**config.mk**
```make
export PLATFORM = sky130hd
export DESIGN_NAME = fuzzy_subsequence_scorer
export DESIGN_NICKNAME = d
export VERILOG_FILES = /design/src/design/fss_pkg.sv /design/src/design/fss_char_unit.sv /design/src/design/fuzzy_subsequence_scorer.sv
export SDC_FILE = /design/constraint.sdc
export NUM_CORES = 1
export LEC_CHECK = 0
export BUFFER_PORTS_ARGS = -buffer_cell sky130_fd_sc_hd__buf_2
export CAP_MARGIN = 20
export CORE_MARGIN = 1.5
export CORE_UTILIZATION = 56
export CTS_CLUSTER_DIAMETER = 60
export CTS_CLUSTER_SIZE = 30
export DETAILED_ROUTE_END_ITERATION = 8
export HOLD_SLACK_MARGIN = 0.1
export PLACE_DENSITY = 0.83
export SLEW_MARGIN = 20
export SYNTH_ARGS = -nofsm -noshare
export SYNTH_HDL_FRONTEND = slang
export SYNTH_HIERARCHICAL = 1
export SYNTH_SLANG_ARGS = --single-unit
```
**constraint.sdc**
```tcl
create_clock -name clk -period 10.8 [get_ports clk]
set_clock_uncertainty 0.05 [all_clocks]
set_input_delay 2.16 -clock clk [delete_from_list [all_inputs] [get_ports clk]]
set_output_delay 2.16 -clock clk [all_outputs]
set_load 0.1 [all_outputs]
```
**src/design/fss_pkg.sv**
```systemverilog
// ----------------------------------------------------------------------------
// fss_pkg: shared types, constants and helpers of the fuzzy subsequence scorer
// Holds the segment state record, the register indexes, the special characters
// and the small scoring functions used by the character unit and the top level.
// ----------------------------------------------------------------------------
package fss_pkg;

  localparam int MAX_PATTERN = 16;
  localparam int SCORE_W     = 12;
  localparam int CHAR_W      = 8;
  localparam int CNT_W       = 5;
  localparam int PAT_BITS    = 2 * 64;

  localparam logic [SCORE_W-1:0] SCORE_MAX = 12'd4095;
  localparam logic [CNT_W-1:0]   POS_MAX   = 5'd31;
  localparam logic [CNT_W-1:0]   RUN_MAX   = 5'd31;

  localparam logic [7:0] BONUS_BASE     = 8'd1;
  localparam logic [7:0] BONUS_BOUNDARY = 8'd10;
  localparam logic [7:0] BONUS_FIRST    = 8'd8;
  localparam logic [7:0] BONUS_EXACT    = 8'd1;
  localparam logic [7:0] BONUS_FULL     = 8'd15;
  localparam logic [5:0] SHORT_SLACK    = 6'd2;

  localparam logic [CHAR_W-1:0] CH_SPACE = 8'h20;
  localparam logic [CHAR_W-1:0] CH_DASH  = 8'h2D;
  localparam logic [CHAR_W-1:0] CH_UNDER = 8'h5F;
  localparam logic [CHAR_W-1:0] CH_DOT   = 8'h2E;
  localparam logic [CHAR_W-1:0] CH_SEMI  = 8'h3B;

  localparam int CFG_IDX_W = 3;
  localparam logic [CFG_IDX_W-1:0] REG_PATTERN_LENGTH = 3'd0;
  localparam logic [CFG_IDX_W-1:0] REG_PATTERN_LOW    = 3'd1;
  localparam logic [CFG_IDX_W-1:0] REG_PATTERN_HIGH   = 3'd2;
  localparam logic [CFG_IDX_W-1:0] REG_SCORE_WEIGHT   = 3'd3;
  localparam logic [CFG_IDX_W-1:0] REG_LIST_MODE      = 3'd4;

  typedef struct packed {
    logic [CNT_W-1:0]   matched_count;
    logic [CNT_W-1:0]   run_length;
    logic [SCORE_W-1:0] running_score;
    logic [CHAR_W-1:0]  previous_char;
    logic [CNT_W-1:0]   char_position;
  } seg_state_t;

  function automatic logic is_upper(input logic [CHAR_W-1:0] c);
    return (c >= 8'h41) && (c <= 8'h5A);
  endfunction

  function automatic logic is_lower(input logic [CHAR_W-1:0] c);
    return (c >= 8'h61) && (c <= 8'h7A);
  endfunction

  function automatic logic [CHAR_W-1:0] lower_of(input logic [CHAR_W-1:0] c);
    return is_upper(c) ? (c + 8'd32) : c;
  endfunction

  function automatic logic [SCORE_W-1:0] sat_add(input logic [SCORE_W-1:0] a,
                                                 input logic [7:0] b);
    logic [SCORE_W:0] s;
    s = {1'b0, a} + {5'b0, b};
    return s[SCORE_W] ? SCORE_MAX : s[SCORE_W-1:0];
  endfunction

  // Score of a segment when it closes.
  function automatic logic [SCORE_W-1:0] seg_score(input seg_state_t seg,
                                                   input logic [CNT_W-1:0] plen);
    logic [5:0] short_lim;
    short_lim = {1'b0, plen} + SHORT_SLACK;
    if (plen == '0) begin
      return 12'd1;
    end else if (seg.char_position == '0 || seg.matched_count < plen) begin
      return '0;
    end else if ({1'b0, seg.char_position} <= short_lim) begin
      return sat_add(seg.running_score, BONUS_FULL);
    end else begin
      return seg.running_score;
    end
  endfunction

endpackage

```
**src/design/fss_char_unit.sv**
```systemverilog
// ----------------------------------------------------------------------------
// fss_char_unit: one text character against the next pattern character
// Lower-cases the character, tests it against the next unmatched pattern
// character, adds the match bonuses and advances the segment state.
// ----------------------------------------------------------------------------
module fss_char_unit (
  input  fss_pkg::seg_state_t               seg_in,
  input  logic [fss_pkg::CHAR_W-1:0]        text_char,
  input  logic [fss_pkg::PAT_BITS-1:0]      pattern,
  input  logic [fss_pkg::CNT_W-1:0]         plen,
  input  logic                              list_mode,
  output fss_pkg::seg_state_t               seg_out
);
  import fss_pkg::*;

  logic [CHAR_W-1:0] low_c;
  logic [CHAR_W-1:0] orig_c;
  logic [CHAR_W-1:0] pat_c;
  logic              boundary;
  logic [7:0]        bonus;

  always_comb begin
    low_c  = lower_of(text_char);
    // List mode lower-cases before every use, boundary test included.
    orig_c = list_mode ? low_c : text_char;
    pat_c  = pattern[seg_in.matched_count[3:0]*CHAR_W +: CHAR_W];

    boundary = (seg_in.char_position == '0) ||
               (seg_in.previous_char == CH_SPACE) || (seg_in.previous_char == CH_DASH) ||
               (seg_in.previous_char == CH_UNDER) || (seg_in.previous_char == CH_DOT) ||
               (is_lower(seg_in.previous_char) && is_upper(orig_c));

    bonus = BONUS_BASE + {1'b0, seg_in.run_length, 2'b00};
    if (boundary) bonus = bonus + BONUS_BOUNDARY;
    if (seg_in.char_position == '0) bonus = bonus + BONUS_FIRST;
    if (orig_c == pat_c) bonus = bonus + BONUS_EXACT;

    seg_out = seg_in;
    if (seg_in.matched_count < plen) begin
      if (low_c == pat_c) begin
        seg_out.running_score = sat_add(seg_in.running_score, bonus);
        if (seg_in.run_length < RUN_MAX) seg_out.run_length = seg_in.run_length + 5'd1;
        seg_out.matched_count = seg_in.matched_count + 5'd1;
      end else begin
        seg_out.run_length = '0;
      end
    end
    seg_out.previous_char = orig_c;
    if (seg_in.char_position < POS_MAX) begin
      seg_out.char_position = seg_in.char_position + 5'd1;
    end
  end

endmodule

```
**src/design/fuzzy_subsequence_scorer.sv**
```systemverilog
// ----------------------------------------------------------------------------
// fuzzy_subsequence_scorer: streaming fuzzy match score of a text
// Scores a character stream against a configured lower-case pattern and
// reports one weighted score for each text.
// ----------------------------------------------------------------------------
// The block takes one text beat per clock cycle, every cycle, as long as the
// result side keeps up. An accepted beat sits in the input register and is
// scored there: the segment state (matched count, run length, running score,
// previous character, position) takes its new value at the edge at which the
// beat leaves the input register. That state loop is what sets the rate of one
// beat per cycle. A beat with text_end set loads its result into the output
// register at the same edge at which it leaves the input register, so out_valid
// rises when the text_end beat leaves the input register. Beats
// without text_end never wait on the result side; a text_end beat waits only
// while an earlier result is still untaken.
// Configuration is written through cfg_wr_en, cfg_index and cfg_wdata and must
// only change while no text is in flight.
// ----------------------------------------------------------------------------
module fuzzy_subsequence_scorer (
  input  logic                          clk,
  input  logic                          rst_n,
  input  logic                          cfg_wr_en,
  input  logic [fss_pkg::CFG_IDX_W-1:0] cfg_index,
  input  logic [63:0]                   cfg_wdata,
  input  logic                          in_valid,
  output logic                          in_ready,
  input  logic [7:0]                    in_text_char,
  input  logic                          in_char_present,
  input  logic                          in_text_end,
  output logic                          out_valid,
  input  logic                          out_ready,
  output logic [11:0]                   out_match_score,
  output logic                          out_fully_matched
);
  import fss_pkg::*;

  // Configuration registers.
  logic [4:0]  pattern_length_r;
  logic [63:0] pattern_low_r;
  logic [63:0] pattern_high_r;
  logic [1:0]  score_weight_r;
  logic        list_mode_r;

  // Input register.
  logic              s1_valid_r;
  logic [CHAR_W-1:0] s1_char_r;
  logic              s1_present_r;
  logic              s1_end_r;

  // Scoring state.
  seg_state_t         seg_r, seg_nxt;
  logic [SCORE_W-1:0] best_r, best_nxt;

  // Output register.
  logic               out_valid_r;
  logic [SCORE_W-1:0] out_score_r, out_score_nxt;
  logic               out_full_r, out_full_nxt;

  logic               proc;
  logic [CNT_W-1:0]   plen;
  seg_state_t         seg_take;
  seg_state_t         seg_a;
  logic [SCORE_W-1:0] best_a;
  logic [SCORE_W-1:0] best_b;
  logic [SCORE_W-1:0] score_old;
  logic [SCORE_W-1:0] score_a;
  logic               is_semi;
  logic [13:0]        weighted;

  // The input beat moves on unless it ends a text and the result slot is full and not being taken.
  assign proc     = s1_valid_r && (!s1_end_r || !out_valid_r || out_ready);
  assign in_ready = !s1_valid_r || proc;

  // Pattern lengths past the pattern storage are taken as the full pattern.
  assign plen = (pattern_length_r > CNT_W'(MAX_PATTERN)) ? CNT_W'(MAX_PATTERN)
                                                         : pattern_length_r;

  fss_char_unit u_char (
    .seg_in    (seg_r),
    .text_char (s1_char_r),
    .pattern   ({pattern_high_r, pattern_low_r}),
    .plen      (plen),
    .list_mode (list_mode_r),
    .seg_out   (seg_take)
  );

  always_comb begin
    is_semi   = list_mode_r && (s1_char_r == CH_SEMI);
    score_old = seg_score(seg_r, plen);

    // First the character itself: a semicolon in list mode closes the segment,
    // anything else present is scored.
    seg_a  = seg_r;
    best_a = best_r;
    if (s1_present_r) begin
      if (is_semi) begin
        seg_a = '0;
        if (seg_r.char_position != '0 && score_old > best_r) best_a = score_old;
      end else begin
        seg_a = seg_take;
      end
    end

    // Then the end of text closes the last segment; list mode skips it if empty.
    score_a = seg_score(seg_a, plen);
    best_b  = best_a;
    if ((!list_mode_r || seg_a.char_position != '0) && score_a > best_a) best_b = score_a;

    weighted      = {2'b00, best_b} * {12'b0, score_weight_r};
    out_score_nxt = (weighted > {2'b00, SCORE_MAX}) ? SCORE_MAX : weighted[SCORE_W-1:0];
    out_full_nxt  = (best_b != '0);

    seg_nxt  = seg_r;
    best_nxt = best_r;
    if (proc) begin
      if (s1_end_r) begin
        seg_nxt  = '0;
        best_nxt = '0;
      end else begin
        seg_nxt  = seg_a;
        best_nxt = best_a;
      end
    end
  end

  always_ff @(posedge clk) begin
    if (!rst_n) begin
      pattern_length_r <= '0;
      pattern_low_r    <= '0;
      pattern_high_r   <= '0;
      score_weight_r   <= 2'd1;
      list_mode_r      <= 1'b0;
    end else if (cfg_wr_en) begin
      case (cfg_index)
        REG_PATTERN_LENGTH: pattern_length_r <= cfg_wdata[4:0];
        REG_PATTERN_LOW:    pattern_low_r    <= cfg_wdata;
        REG_PATTERN_HIGH:   pattern_high_r   <= cfg_wdata;
        REG_SCORE_WEIGHT:   score_weight_r   <= cfg_wdata[1:0];
        REG_LIST_MODE:      list_mode_r      <= cfg_wdata[0];
        default: ;
      endcase
    end
  end

  always_ff @(posedge clk) begin
    if (!rst_n) begin
      s1_valid_r  <= 1'b0;
      out_valid_r <= 1'b0;
      seg_r       <= '0;
      best_r      <= '0;
    end else begin
      seg_r  <= seg_nxt;
      best_r <= best_nxt;
      if (in_valid && in_ready) begin
        s1_valid_r <= 1'b1;
      end else if (proc) begin
        s1_valid_r <= 1'b0;
      end
      if (proc && s1_end_r) begin
        out_valid_r <= 1'b1;
      end else if (out_ready) begin
        out_valid_r <= 1'b0;
      end
    end
  end

  always_ff @(posedge clk) begin
    if (in_valid && in_ready) begin
      s1_char_r    <= in_text_char;
      s1_present_r <= in_char_present;
      s1_end_r     <= in_text_end;
    end
    if (proc && s1_end_r) begin
      out_score_r <= out_score_nxt;
      out_full_r  <= out_full_nxt;
    end
  end

  assign out_valid         = out_valid_r;
  assign out_match_score   = out_score_r;
  assign out_fully_matched = out_full_r;

  // A text end always leaves a clean slate for the next text.
  a_end_clears: assert property (@(posedge clk) disable iff (!rst_n)
    (proc && s1_end_r) |=> (best_r == '0 && seg_r == '0))
    else $error("scoring state not cleared after text end");

  // The run of consecutive matches never exceeds the matched count.
  a_run_bound: assert property (@(posedge clk) disable iff (!rst_n)
    seg_r.run_length <= seg_r.matched_count)
    else $error("run length above matched count");

  // Nothing is matched in a segment before its first character.
  a_pos_zero: assert property (@(posedge clk) disable iff (!rst_n)
    (seg_r.char_position == '0) |-> (seg_r.matched_count == '0))
    else $error("match recorded in an empty segment");

  // A result without a match carries a zero score.
  a_zero_score: assert property (@(posedge clk) disable iff (!rst_n)
    (out_valid_r && !out_full_r) |-> (out_score_r == '0))
    else $error("nonzero score without a full match");

  // A result is never overwritten while it waits.
  a_out_hold: assert property (@(posedge clk) disable iff (!rst_n)
    (out_valid_r && !out_ready) |=> (out_valid_r && $stable(out_score_r)))
    else $error("pending result lost");

endmodule

```
* After elaboration in Yosys (flattened, before gate mapping) *
Index checks and enable logic that the tools add are counted.

operators by class
  $add $sub $neg = 12
  $mul = 1
  magnitude comparators = 16
  equal/unequal tests = 12
  shifts and indexed selects = 1
  muxes and demuxes = 33
  reductions and logical operators = 43

operators by type and width
  kind                                                                                 number
  12-bit two-way mux                                                                   15
  128-bit by 8-bit variable part select with 8-bit output                              1
  35-bit two-way mux                                                                   3
  8-bit two-way mux                                                                    5
  8-bit by 6-bit equality test with 1-bit output, second input constant                4
  12-bit by 4-bit adder with 13-bit output, second input constant                      2
  5-bit two-way mux                                                                    5
  8-bit by 7-bit greater-or-equal comparator with 1-bit output, second input constant  3
  12-bit > comparator                                                                  2
  8-bit by 7-bit less-or-equal comparator with 1-bit output, second input constant     3
  22-bit two-way mux                                                                   1
  8-bit by 4-bit adder with 8-bit output, second input constant                        2
  8-bit equality test                                                                  2
  5-bit by 1-bit adder with 5-bit output, second input constant                        3
  5-bit zero test                                                                      3
  14-bit by 12-bit > comparator with 1-bit output, second input constant               1
  12-bit by 2-bit multiplier with 14-bit output                                        1
  12-bit by 8-bit adder with 13-bit output                                             1
  5-bit by 6-bit less-or-equal comparator with 1-bit output                            2
  2-bit AND reduction                                                                  6
  12-bit nonzero test                                                                  1
  1-bit logical OR                                                                     11
  1-bit logical AND                                                                    10
  5-bit less-than comparator                                                           2
  18 further kinds                                                                     29

storage, ports and cells
  bits in registers = 208
  output and inout port bits = 15

* Logic depth before layout (Yosys ltp) *
Gate-level depths: netlist of run 1.

  depth after elaboration = 29
  mapped depth = 49
  gate-level depth less buffers = 47

* Hierarchy *
The synthesis of run 1 kept the hierarchy.

by module, submodules not included
  module                    times used  cells each  area an instance (um^2)  sequential area each (um^2)
  fuzzy_subsequence_scorer  1           1302        10979.3                  4394.2
  fss_char_unit             1           338         2939.1                   0.0

* Worst setup path after synthesis of run 1 *
Ideal clock, no wire load.

  kind = reg2reg
  start = register s1_char_r[0]
  end = register out_score_r[2] (netlist: out_match_score[2]) (data pin)
  setup time = 259 ps
  arrival time = 10156 ps
  data required time = 10491 ps
  path slack = 335 ps
  cell stages (with the launch flop) = 49
  path buffers = 2
  path through = edfxtp_1 -> or4_1 -> o221ai_1 -> nor3_1 -> a21oi_2 -> mux2_2 -> ha_1 -> nand2_1 -> xor2_1 -> xnor2_1 -> nor4_2 -> xnor2_1 -> ha_1 -> nand2_1 -> o21a_1 -> or3_1 -> buf_1 -> a21oi_1 -> [... 13 more ...] -> o211ai_1 -> a211o_2 -> a221oi_2 -> clkinv_1 -> mux2i_1 -> and2_1 -> ha_1 -> fa_1 -> a21o_1 -> a21oi_1 -> nor2b_1 -> o21a_1 -> o31ai_1 -> o21bai_1 -> or4_1 -> mux2_2 -> clkbuf_1 -> or2_1

RTL lines
  element                 line                             text
  start, declared         fuzzy_subsequence_scorer.sv:46   logic [CHAR_W-1:0] s1_char_r;
  start signal, assigned  fuzzy_subsequence_scorer.sv:169  s1_char_r <= in_text_char;
  end signal, assigned    fuzzy_subsequence_scorer.sv:174  out_score_r <= out_score_nxt;
  end, declared           fuzzy_subsequence_scorer.sv:56   logic [SCORE_W-1:0] out_score_r, out_score_nxt;

==> results of run 1 <==
stage by stage:
stage | hold WS, ns | TNS [ns] | std cells | worst slack, ns | instance area, sq um
2_1_floorplan | 0.389 | 0 | 1640 | 0.335 | 13900
3_3_place_gp | 0.399 | 0 | 1994 | 0.256 | 14600
3_5_place_dp | 0.408 | -0.164 | 1994 | -0.0741 | 14600
4_1_cts | 0.421 | 0 | 2033 | 0.0125 | 15300
5_1_grt | 0.444 | -0.0967 | 2042 | -0.0496 | 15500
6_report | 0.419 | 0 | 2042 | 0.420 | 15500
worst reg2reg max path, delay by kind of cell, from the launching register on:
kind,cells,cell delay [ns]
buf+inv,4,0.39
compound gates,21,4.12
mux,4,1.36
fa+ha+maj,5,1.33
simple gates,12,2.45
flops,1,0.43
cell families (layout without fill, tap and decap cells):
family | count (synthesis) | after routing | share of synthesized area, %
AND/OR/NAND/NOR | 652 | 652 | 23.1
AO/OA/AOI/OAI | 423 | 423 | 22.5
flip-flops | 208 | 208 | 31.6
buffers and inverters | 154 | 232 | 5.17
adder cells (fa/ha/maj) | 79 | 79 | 7.18
multiplexers | 77 | 77 | 7.59
XOR/XNOR | 47 | 47 | 2.96
layout make-up:
class                      instances  area share, %
clock buffer                      24           3.52
clock inverter                    14          0.976
inverter                          56           1.37
multi-input combinational       1278           57.7
sequential                       208           28.4
tap                              324           2.61
timing repair buffer             138           5.47
cells in the final DEF (no fill, tap or decap), types with 20 or more instances in the layout:
cell,count
nand2_1,338
dfxtp_1,181
a21boi_0,131
buf_2,95
ha_1,75
nor2_1,59
inv_1,53
nor2b_1,52
a21oi_1,51
o21ai_0,40
buf_4,38
and2_1,33
nand3_1,30
a22oi_1,30
mux2i_1,27
xnor2_1,27
nor3_1,23
edfxtp_1,23
clkbuf_16,22
a21o_1,20
mux4_2,20
metal layers:
layer / vias up / global-route usage [%] / share of wire (%)
met3: 120 / 3.98 / 7.0
li1: 5967 / - / -
met5: - / 0 / 0
met4: 0 / 15.2 / 4.9
met1: 5989 / 37.0 / 41
met2: 525 / 47.0 / 47
power by group through the flow:
stage,logic (uW),registers (uW),clock network [uW]
floorplan,110,837,0
global placement,175,828,0
detailed placement,179,828,0
CTS,180,811,759
global route,206,813,786
finish,191,811,749
how the worst max path moves through the flow:
stage	to	slack (ns)	cells after the start
3_5_place_dp	out_match_score[1]	-0.07	46
6_report	out_match_score[1]	0.42	46
2_1_floorplan	out_match_score[2]	0.33	48
4_1_cts	out_match_score[1]	0.01	46
3_3_place_gp	out_match_score[2]	0.26	46
5_1_grt	out_match_score[2]	-0.05	46
state kept, by name, indices dropped and copies added, names as in the netlist:
register and cells:
seg_r 35, out_valid 1, out_fully_matched 1, pattern_high_r 64, pattern_length_r 5, out_match_score 12, score_weight_r 2, pattern_low_r 64
list_mode_r 1, best_r 12, s1_end_r 1, s1_present_r 1, s1_char_r 8, s1_valid_r 1
repair_timing:
item / CTS / global route
pin swaps: 1 / 2
buffers inserted: 1 / 8
resized for setup: 3 / 30
endpoints found under the setup margin: 12 / 12
gates cloned: 0 / 1
==> run metrics, run 1 <==
status complete, no violations; vias in the first global route 12,289; final WL 37.5 mm; H-tree depth 1; crit path launch type register; Synth top area share a little over a quarter; worst hold path class reg2reg; Final Util between 60% and 70%; min Tclk post-route 10.38 ns; Fillers around 2,000; sequential power share a little under half; Worst Tran Pin Value 0.893 ns; hold path endpoint pattern_low_r[21]; violation count after the first detailed-routing iteration 1,184; reg2reg start seg_r[30]; buffer type at the clock tree root clkbuf_16; dpl hpwl 26.3 mm; slowest CP cell mux4_2; Syn Inst Count around 1,600; syn_nets between 1,500 and 2,000; Total Power 1750 uW; Internal 1260 uW; Multi-input gate area about 9000 sq um; largest fanout on the critical path 12; Yosys warning count 6; worst skew pair latency roughly 0.54 ns; Hold Vio Cnt, Final 0; largest stage delay on the critical path about 0.51 ns; Synth top cells by count 340 x nand2_1, 185 x dfxtp_1, 131 x a21boi_0; CP required 11.00 ns; Tot GR Track Use approximately 29%; clk slew on worst S/H paths ~0.090 ns; Top Ports a little under 100; DR vias 12,601; Final Cycle Share 96.1%; die area 25,800 sq um; Core Region 24,300 sq um; number of synthesized register bits ~210; Synth cell types around 110; Setup CP Type reg2reg; fin nets 1,862; switching part of the total 28.1%; final setup vio count 0; largest area contributor in the netlist dfxtp_1; P_leak 0.00581 uW; global route total overflow 0; Final ANT Viol Nets 0; Clk network pwr share 42.8%; top cells by area, synth dfxtp_1 27%, nand2_1 9.2%, a21boi_0 7.1%, ha_1 6.7%, edfxtp_1 5.0%; Bufs and invs on worst path 4; initial antenna violation count 0; Initial Util between 50% and 60%; hold_sp pattern_low_r[21]; num rows 57; largest net degree at the start of global routing 107; flip-flop and latch area 4400 sq um; Num CTS Buffers 21; Avg WL per Cell 18.3 microns; count leader, synth nand2_1; DRT Pass-1 Iters 6; reg2reg path depth between 40 and 50; worst path arrival time 10.58 ns; sw power between 400 and 500 uW; # diodes 0; vias per cell 6.17; crit end category register; PwrDens 113 nW/um^2; fmax 96.3 MHz; VDD IR max 133 uV; Final Max Slew Viols 0; MaxCap Viol Count 0; die height between 150 and 200 microns; delay-heaviest family, CP compound AO/OA/AOI/OAI gates; Mapped Area around 14,000 sq um; Post-route DRC 0; layout cell share with drive strength beyond 1 17.2%; Die W approximately 160 microns; Post-synth top flop dfxtp_1; CTS max path bufs 3; reg2reg end out_match_score[1]; Syn-to-layout area delta 11.5%; Worst slew margin 40.5%; CTS tree yes; GP Congestion 0.957; Comb pwr share a little over a tenth; cts hold-fix bufs 0; Post-synth EDFFs 23; sequential share of the synthesized area between 30% and 40%; syn avg cell area between 8 and 9 sq um; IO Port Bufs 96; clk sink count 208; crit path from seg_r[30]; worst hold path depth 2; post-synthesis async set-or-reset flop share 0%; first-pass GRT wire length 61.1 mm; slack of the worst reg-to-reg path between 0.4 and 0.5 ns
No activity file was read; power rests on OpenSTA's default activity.
==> run 2, diff against run 1 <==
--- a/config.mk
+++ b/config.mk
@@ -12,6 +12,7 @@
 export CTS_CLUSTER_DIAMETER = 60
 export CTS_CLUSTER_SIZE = 30
 export DETAILED_ROUTE_END_ITERATION = 8
+export GPL_TIMING_DRIVEN = 0
 export HOLD_SLACK_MARGIN = 0.1
 export PLACE_DENSITY = 0.83
 export SLEW_MARGIN = 20
==> run metrics, run 2 (synthesis results as in run 1) <==
vias in the first global route 12,999 (+5.8%); placed cell count 2,059 (+3.3%); Setup CP Type reg2reg; layout cell share with drive strength beyond 1 18.1% (+0.96 points); Final ANT Viol Nets 0 (unchanged); Fillers 1,928 (-3.2%); Worst Tran Pin Value 1.02 ns (+0.123 ns); fmax 95.3 MHz (-1.1%); buffer type at the clock tree root clkbuf_16; Die W 161 microns (unchanged); P_leak 0.00605 uW (+4.2%); largest net degree at the start of global routing 24 (-78%); final setup vio count 0 (unchanged); Final Max Slew Viols 0 (unchanged); Initial Util 57.2% (unchanged); die area 25,800 sq um (unchanged); VDD IR max 156 uV (+17%); vias per cell 6.25 (+1.2%); Syn-to-layout area delta 15.8%; worst hold path class reg2reg; commonest non-fill, non-tap cell in the layout nand2_1; largest stage delay on the critical path 0.57 ns (+0.06 ns); clk sink count 208 (unchanged); H-tree depth 1 (unchanged); GP Congestion 0.959 (+0.18%); PwrDens 116 nW/um^2 (+2.8%); most frequent cells in the layout 338 x nand2_1, 182 x dfxtp_1, 131 x a21boi_0; final std cells w/o fill 2,128 (+4.2%); num rows 57 (unchanged); violation count after the first detailed-routing iteration 1,282 (+8.3%); Top Registers pattern_high_r (64), pattern_low_r (64), seg_r (35); dpl hpwl 31.1 mm (+18%); clk slew on worst S/H paths 0.08 ns (about the same); Avg WL per Cell 20.0 microns (+9.3%); crit path launch type register; DR vias 13,291 (+5.5%); CP required 11.03 ns (+0.03 ns); Hold Vio Cnt, Final 0 (unchanged); worst path arrival time 10.72 ns (+0.14 ns); Final Cycle Share 97.2% (+1.0 points); IO Port Bufs 95 (-1.0%); Core Region 24,300 sq um (unchanged); Worst slew margin 32.0% (-8.5 points); crit end category register; Post-route DRC 0 (unchanged); worst skew pair latency 0.56 ns (+0.02 ns); slowest CP cell or4b_1; first-pass GRT wire length 67.1 mm (+9.8%); CTS max path bufs 3 (unchanged); DRT Pass-1 Iters 6 (unchanged); fin nets 1,947 (+4.6%); Num CTS Buffers 22 (+4.8%); cts hold-fix bufs 0 (unchanged); initial antenna violation count 0 (unchanged); Top Ports 97 (unchanged); # diodes 0 (unchanged); status complete, no violations; die height 161 microns (unchanged); largest fanout on the critical path 9 (-3); min Tclk post-route 10.49 ns (+0.112 ns); MaxCap Viol Count 0 (unchanged); CTS tree yes; final WL 42.6 mm (+14%); Tot GR Track Use 32.4% (+3.6 points); setup_tns 0 ns (unchanged); global route total overflow 0 (unchanged)
[run 2: cell types whose count changed in the layout (fill, tap and decap cells not counted), sizes merged]
cell,delta
bufinv,+1
clkinvlp,-1
inv,+4
buf,+19
clkdlybuf4s15,+1
clkbuf,+61
mux2,+1
[run 2: power breakdown]
part           internal [uW]  switching [uW]  leakage (uW)
clock                    441             411      0.000401
sequential               797            11.8       0.00172
combinational           78.9             129       0.00394
total                   1320             552       0.00605
[run 2: worst paths after layout]
| kind | from | endpoint | slack (ns) | cells after the start |
|---|---|---|---|---|
| setup / recovery | seg_r[30] | out_match_score[1] | 0.31 | 44 |
| hold / removal | pattern_high_r[41] | pattern_high_r[41] | 0.41 | 2 |
| setup reg to reg | seg_r[30] | out_match_score[1] | 0.31 | 44 |
| hold reg to reg | pattern_high_r[41] | pattern_high_r[41] | 0.41 | 2 |
[run 2: cell type report]
type / instances / area [sq um] / area share [%]
multi-input combinational: 1279 / 9040 / 56.1
buffer: 96 / 536 / 3.32
clock buffer: 22 / 551 / 3.41
tap: 324 / 405 / 2.51
sequential: 208 / 4400 / 27.3
clock inverter: 18 / 278 / 1.72
timing repair buffer: 125 / 701 / 4.35
inverter: 56 / 214 / 1.33
[run 2: routing by layer]
| layer | share of wire [%] | global-route usage (%) | vias to the layer above |
|---|---|---|---|
| met5 | 0 | 0 | - |
| met4 | 6.3 | 19.3 | 0 |
| met3 | 7.4 | 4.57 | 182 |
| met2 | 47 | 54.3 | 650 |
| met1 | 40 | 39.5 | 6294 |
| li1 | - | - | 6165 |
[run 2: repair_timing]
item,CTS,global route
pin swaps,4,12
endpoints found under the setup margin,13,12
gates cloned,0,1
buffers inserted,14,16
resized for setup,31,32
[run 2: metrics by stage]
stage          worst slack (ns)  cell area (sq um)  hold slack (ns)  total power, uW  util (%)
6_report                  0.308              16100            0.413             1870      66.3
5_1_grt                 -0.0434              16100            0.432             1920      66.3
3_5_place_dp              -1.98              14800            0.403             1010      60.9
4_1_cts                  0.0137              15800            0.414             1870      65.2
3_3_place_gp              -1.84              14800            0.397             1010      60.9
2_1_floorplan             0.335              13900            0.389              948         -
[run 2: worst max-delay path: cells and delay by family, from the launching register on]
kind,cells,cell delay (ns)
AOI/OAI and AO/OA,17,3.53
muxes,5,1.53
and+or+nand+nor,13,2.87
adders and majority gates,4,1.21
DFF,1,0.41
xor gates and xnor gates,2,0.18
buffers and inverters,3,0.42
==> run 3, diff against run 2 <==
--- a/config.mk
+++ b/config.mk
@@ -8,13 +8,13 @@
 export BUFFER_PORTS_ARGS = -buffer_cell sky130_fd_sc_hd__buf_2
 export CAP_MARGIN = 20
 export CORE_MARGIN = 1.5
-export CORE_UTILIZATION = 56
+export CORE_UTILIZATION = 30
 export CTS_CLUSTER_DIAMETER = 60
 export CTS_CLUSTER_SIZE = 30
 export DETAILED_ROUTE_END_ITERATION = 8
 export GPL_TIMING_DRIVEN = 0
 export HOLD_SLACK_MARGIN = 0.1
-export PLACE_DENSITY = 0.83
+export PLACE_DENSITY = 0.52
 export SLEW_MARGIN = 20
 export SYNTH_ARGS = -nofsm -noshare
 export SYNTH_HDL_FRONTEND = slang
==> run metrics, run 3 (synthesis results as in run 1) <==
Final Cycle Share 96.7% (-0.48 points); die area 47,700 sq um (+85%); min Tclk post-route 10.44 ns (-0.0515 ns); commonest non-fill, non-tap cell in the layout nand2_1; slowest CP cell dfxtp_4; largest net degree at the start of global routing 21 (-13%); hold path endpoint pattern_low_r[48]; die height 218 microns (+36%); largest stage delay on the critical path 0.42 ns (-0.15 ns); reg2reg end out_match_score[1]; CTS max path bufs 3 (unchanged); Final Util 36.7% (-30 points); reg2reg path depth 48 (+9.1%); slack of the worst reg-to-reg path 0.36 ns (+0.05 ns); Core Region 45,600 sq um (+87%); most frequent cells in the layout 338 x nand2_1, 181 x dfxtp_1, 131 x a21boi_0; final setup vio count 0 (unchanged); vias in the first global route 12,456 (-4.2%); Initial Util 30.5% (-27 points); MaxCap Viol Count 0 (unchanged); crit end category register; P_leak 0.00613 uW (+1.2%); CTS tree yes; hold_sp pattern_low_r[48]; buffer type at the clock tree root clkbuf_16; Fillers 4,706 (+140%); global route total overflow 0 (unchanged); Hold Vio Cnt, Final 0 (unchanged); layout cell share with drive strength beyond 1 19.2% (+1.0 points); Top Registers pattern_high_r (64), pattern_low_r (64), seg_r (35); Top Ports 97 (unchanged); largest fanout on the critical path 10 (+1); Final Max Slew Viols 0 (unchanged); reg2reg start seg_r[30]; Final ANT Viol Nets 0 (unchanged); clk sink count 208 (unchanged); Die W 218 microns (+36%); dpl hpwl 35.0 mm (+13%); IO Port Bufs 95 (unchanged); clk slew on worst S/H paths 0.08 ns (about the same); Syn-to-layout area delta 20.0%; status complete, no violations; worst hold path class reg2reg; Worst Tran Pin Value 0.851 ns (-0.165 ns); initial antenna violation count 1 (+1); first-pass GRT wire length 71.2 mm (+6.1%); Worst slew margin 42.8% (+11 points); worst path arrival time 10.69 ns (-0.03 ns); Avg WL per Cell 19.0 microns (-5.3%); final WL 45.9 mm (+7.5%); worst hold path depth 2 (unchanged); fin nets 1,956 (+0.46%); PwrDens 113 nW/um^2 (-2.3%); cell area after layout 16,700 sq um (+3.6%); DR vias 12,623 (-5.0%); # diodes 0 (unchanged); worst skew pair latency 0.56 ns (about the same); VDD IR max 110 uV (-29%); GP Congestion 0.877 (-8.5%); fmax 95.8 MHz (+0.49%); num rows 78 (+37%); violation count after the first detailed-routing iteration 952 (-26%); Setup CP Type reg2reg; crit path launch type register; DRT Pass-1 Iters 5 (-1); Post-route DRC 0 (unchanged); final std cells w/o fill 2,415 (+13%); CP required 11.05 ns (+0.02 ns); placed cell count 2,337 (+14%); Post-DP Area 15,200 sq um (+2.5%); H-tree depth 1 (unchanged); Num CTS Buffers 24 (+9.1%); vias per cell 5.23 (-16%); Tot GR Track Use 19.2% (-13 points)
## run 3: worst max-delay path by stage
stage / startpoint / end / slack [ns] / cells past startpoint
global placement: seg_r[33] / out_match_score[2] / -2.42 / 48
global route: seg_r[30] / out_match_score[1] / -0.0009 / 48
detailed placement: seg_r[33] / out_match_score[1] / -2.53 / 48
finish: seg_r[30] / out_match_score[1] / 0.36 / 48
floorplan: s1_char_r[0] / out_match_score[2] / 0.33 / 48
CTS: seg_r[30] / out_match_score[1] / 0.0009 / 48
## run 3: timing repair
item	CTS	global route
endpoints found under the setup margin	13	12
cloned	0	2
hold buffers	0	0
pin swaps	6	16
buffers inserted	15	18
gates resized for setup	52	40
## run 3: report_power, final
| group | switching, uW | internal (uW) | total [uW] |
|---|---|---|---|
| logic | 130 | 79.6 | 210 |
| clock network | 417 | 458 | 875 |
| registers | 11.7 | 797 | 809 |
| total | 559 | 1330 | 1890 |
## run 3: per-layer routing
metal	share of wire [%]	wire (microns)	GRT usage, %
met1	44	20200	24.0
met2	48	21800	32.6
met3	4.3	1990	2.55
met4	4.0	1820	8.64
met5	0.028	13	0
## run 3: area by class of cell
| cell class | instances | area (sq um) | area share (%) |
|---|---|---|---|
| flip-flops and latches | 208 | 4400 | 26.3 |
| well taps | 600 | 751 | 4.49 |
| clock buffers | 27 | 632 | 3.78 |
| inverters | 56 | 214 | 1.28 |
| clock inverters | 17 | 230 | 1.38 |
| repair buffers | 132 | 796 | 4.76 |
| plain buffers | 97 | 564 | 3.38 |
| multi-input cells | 1278 | 9120 | 54.6 |
## run 3: critical path, delay by kind of cell, from the launching register on
kind                     cells  cell delay, ns
flip-flops                   1            0.42
AND/OR/NAND/NOR             11            2.40
AO/OA/AOI/OAI               22            4.17
buffers and inverters        6            0.77
adder cells (fa/ha/maj)      5            1.17
multiplexers                 4            1.20
## run 3: through the flow
step	power, uW	setup TNS [ns]	setup slack (ns)	hold slack [ns]
5_1_grt	1970	-0.000885	-0.000885	0.437
4_1_cts	1910	0	0.000943	0.413
2_1_floorplan	948	0	0.335	0.389
6_report	1890	0	0.359	0.410
3_3_place_gp	1020	-28.39	-2.42	0.398
3_5_place_dp	1020	-29.63	-2.53	0.405
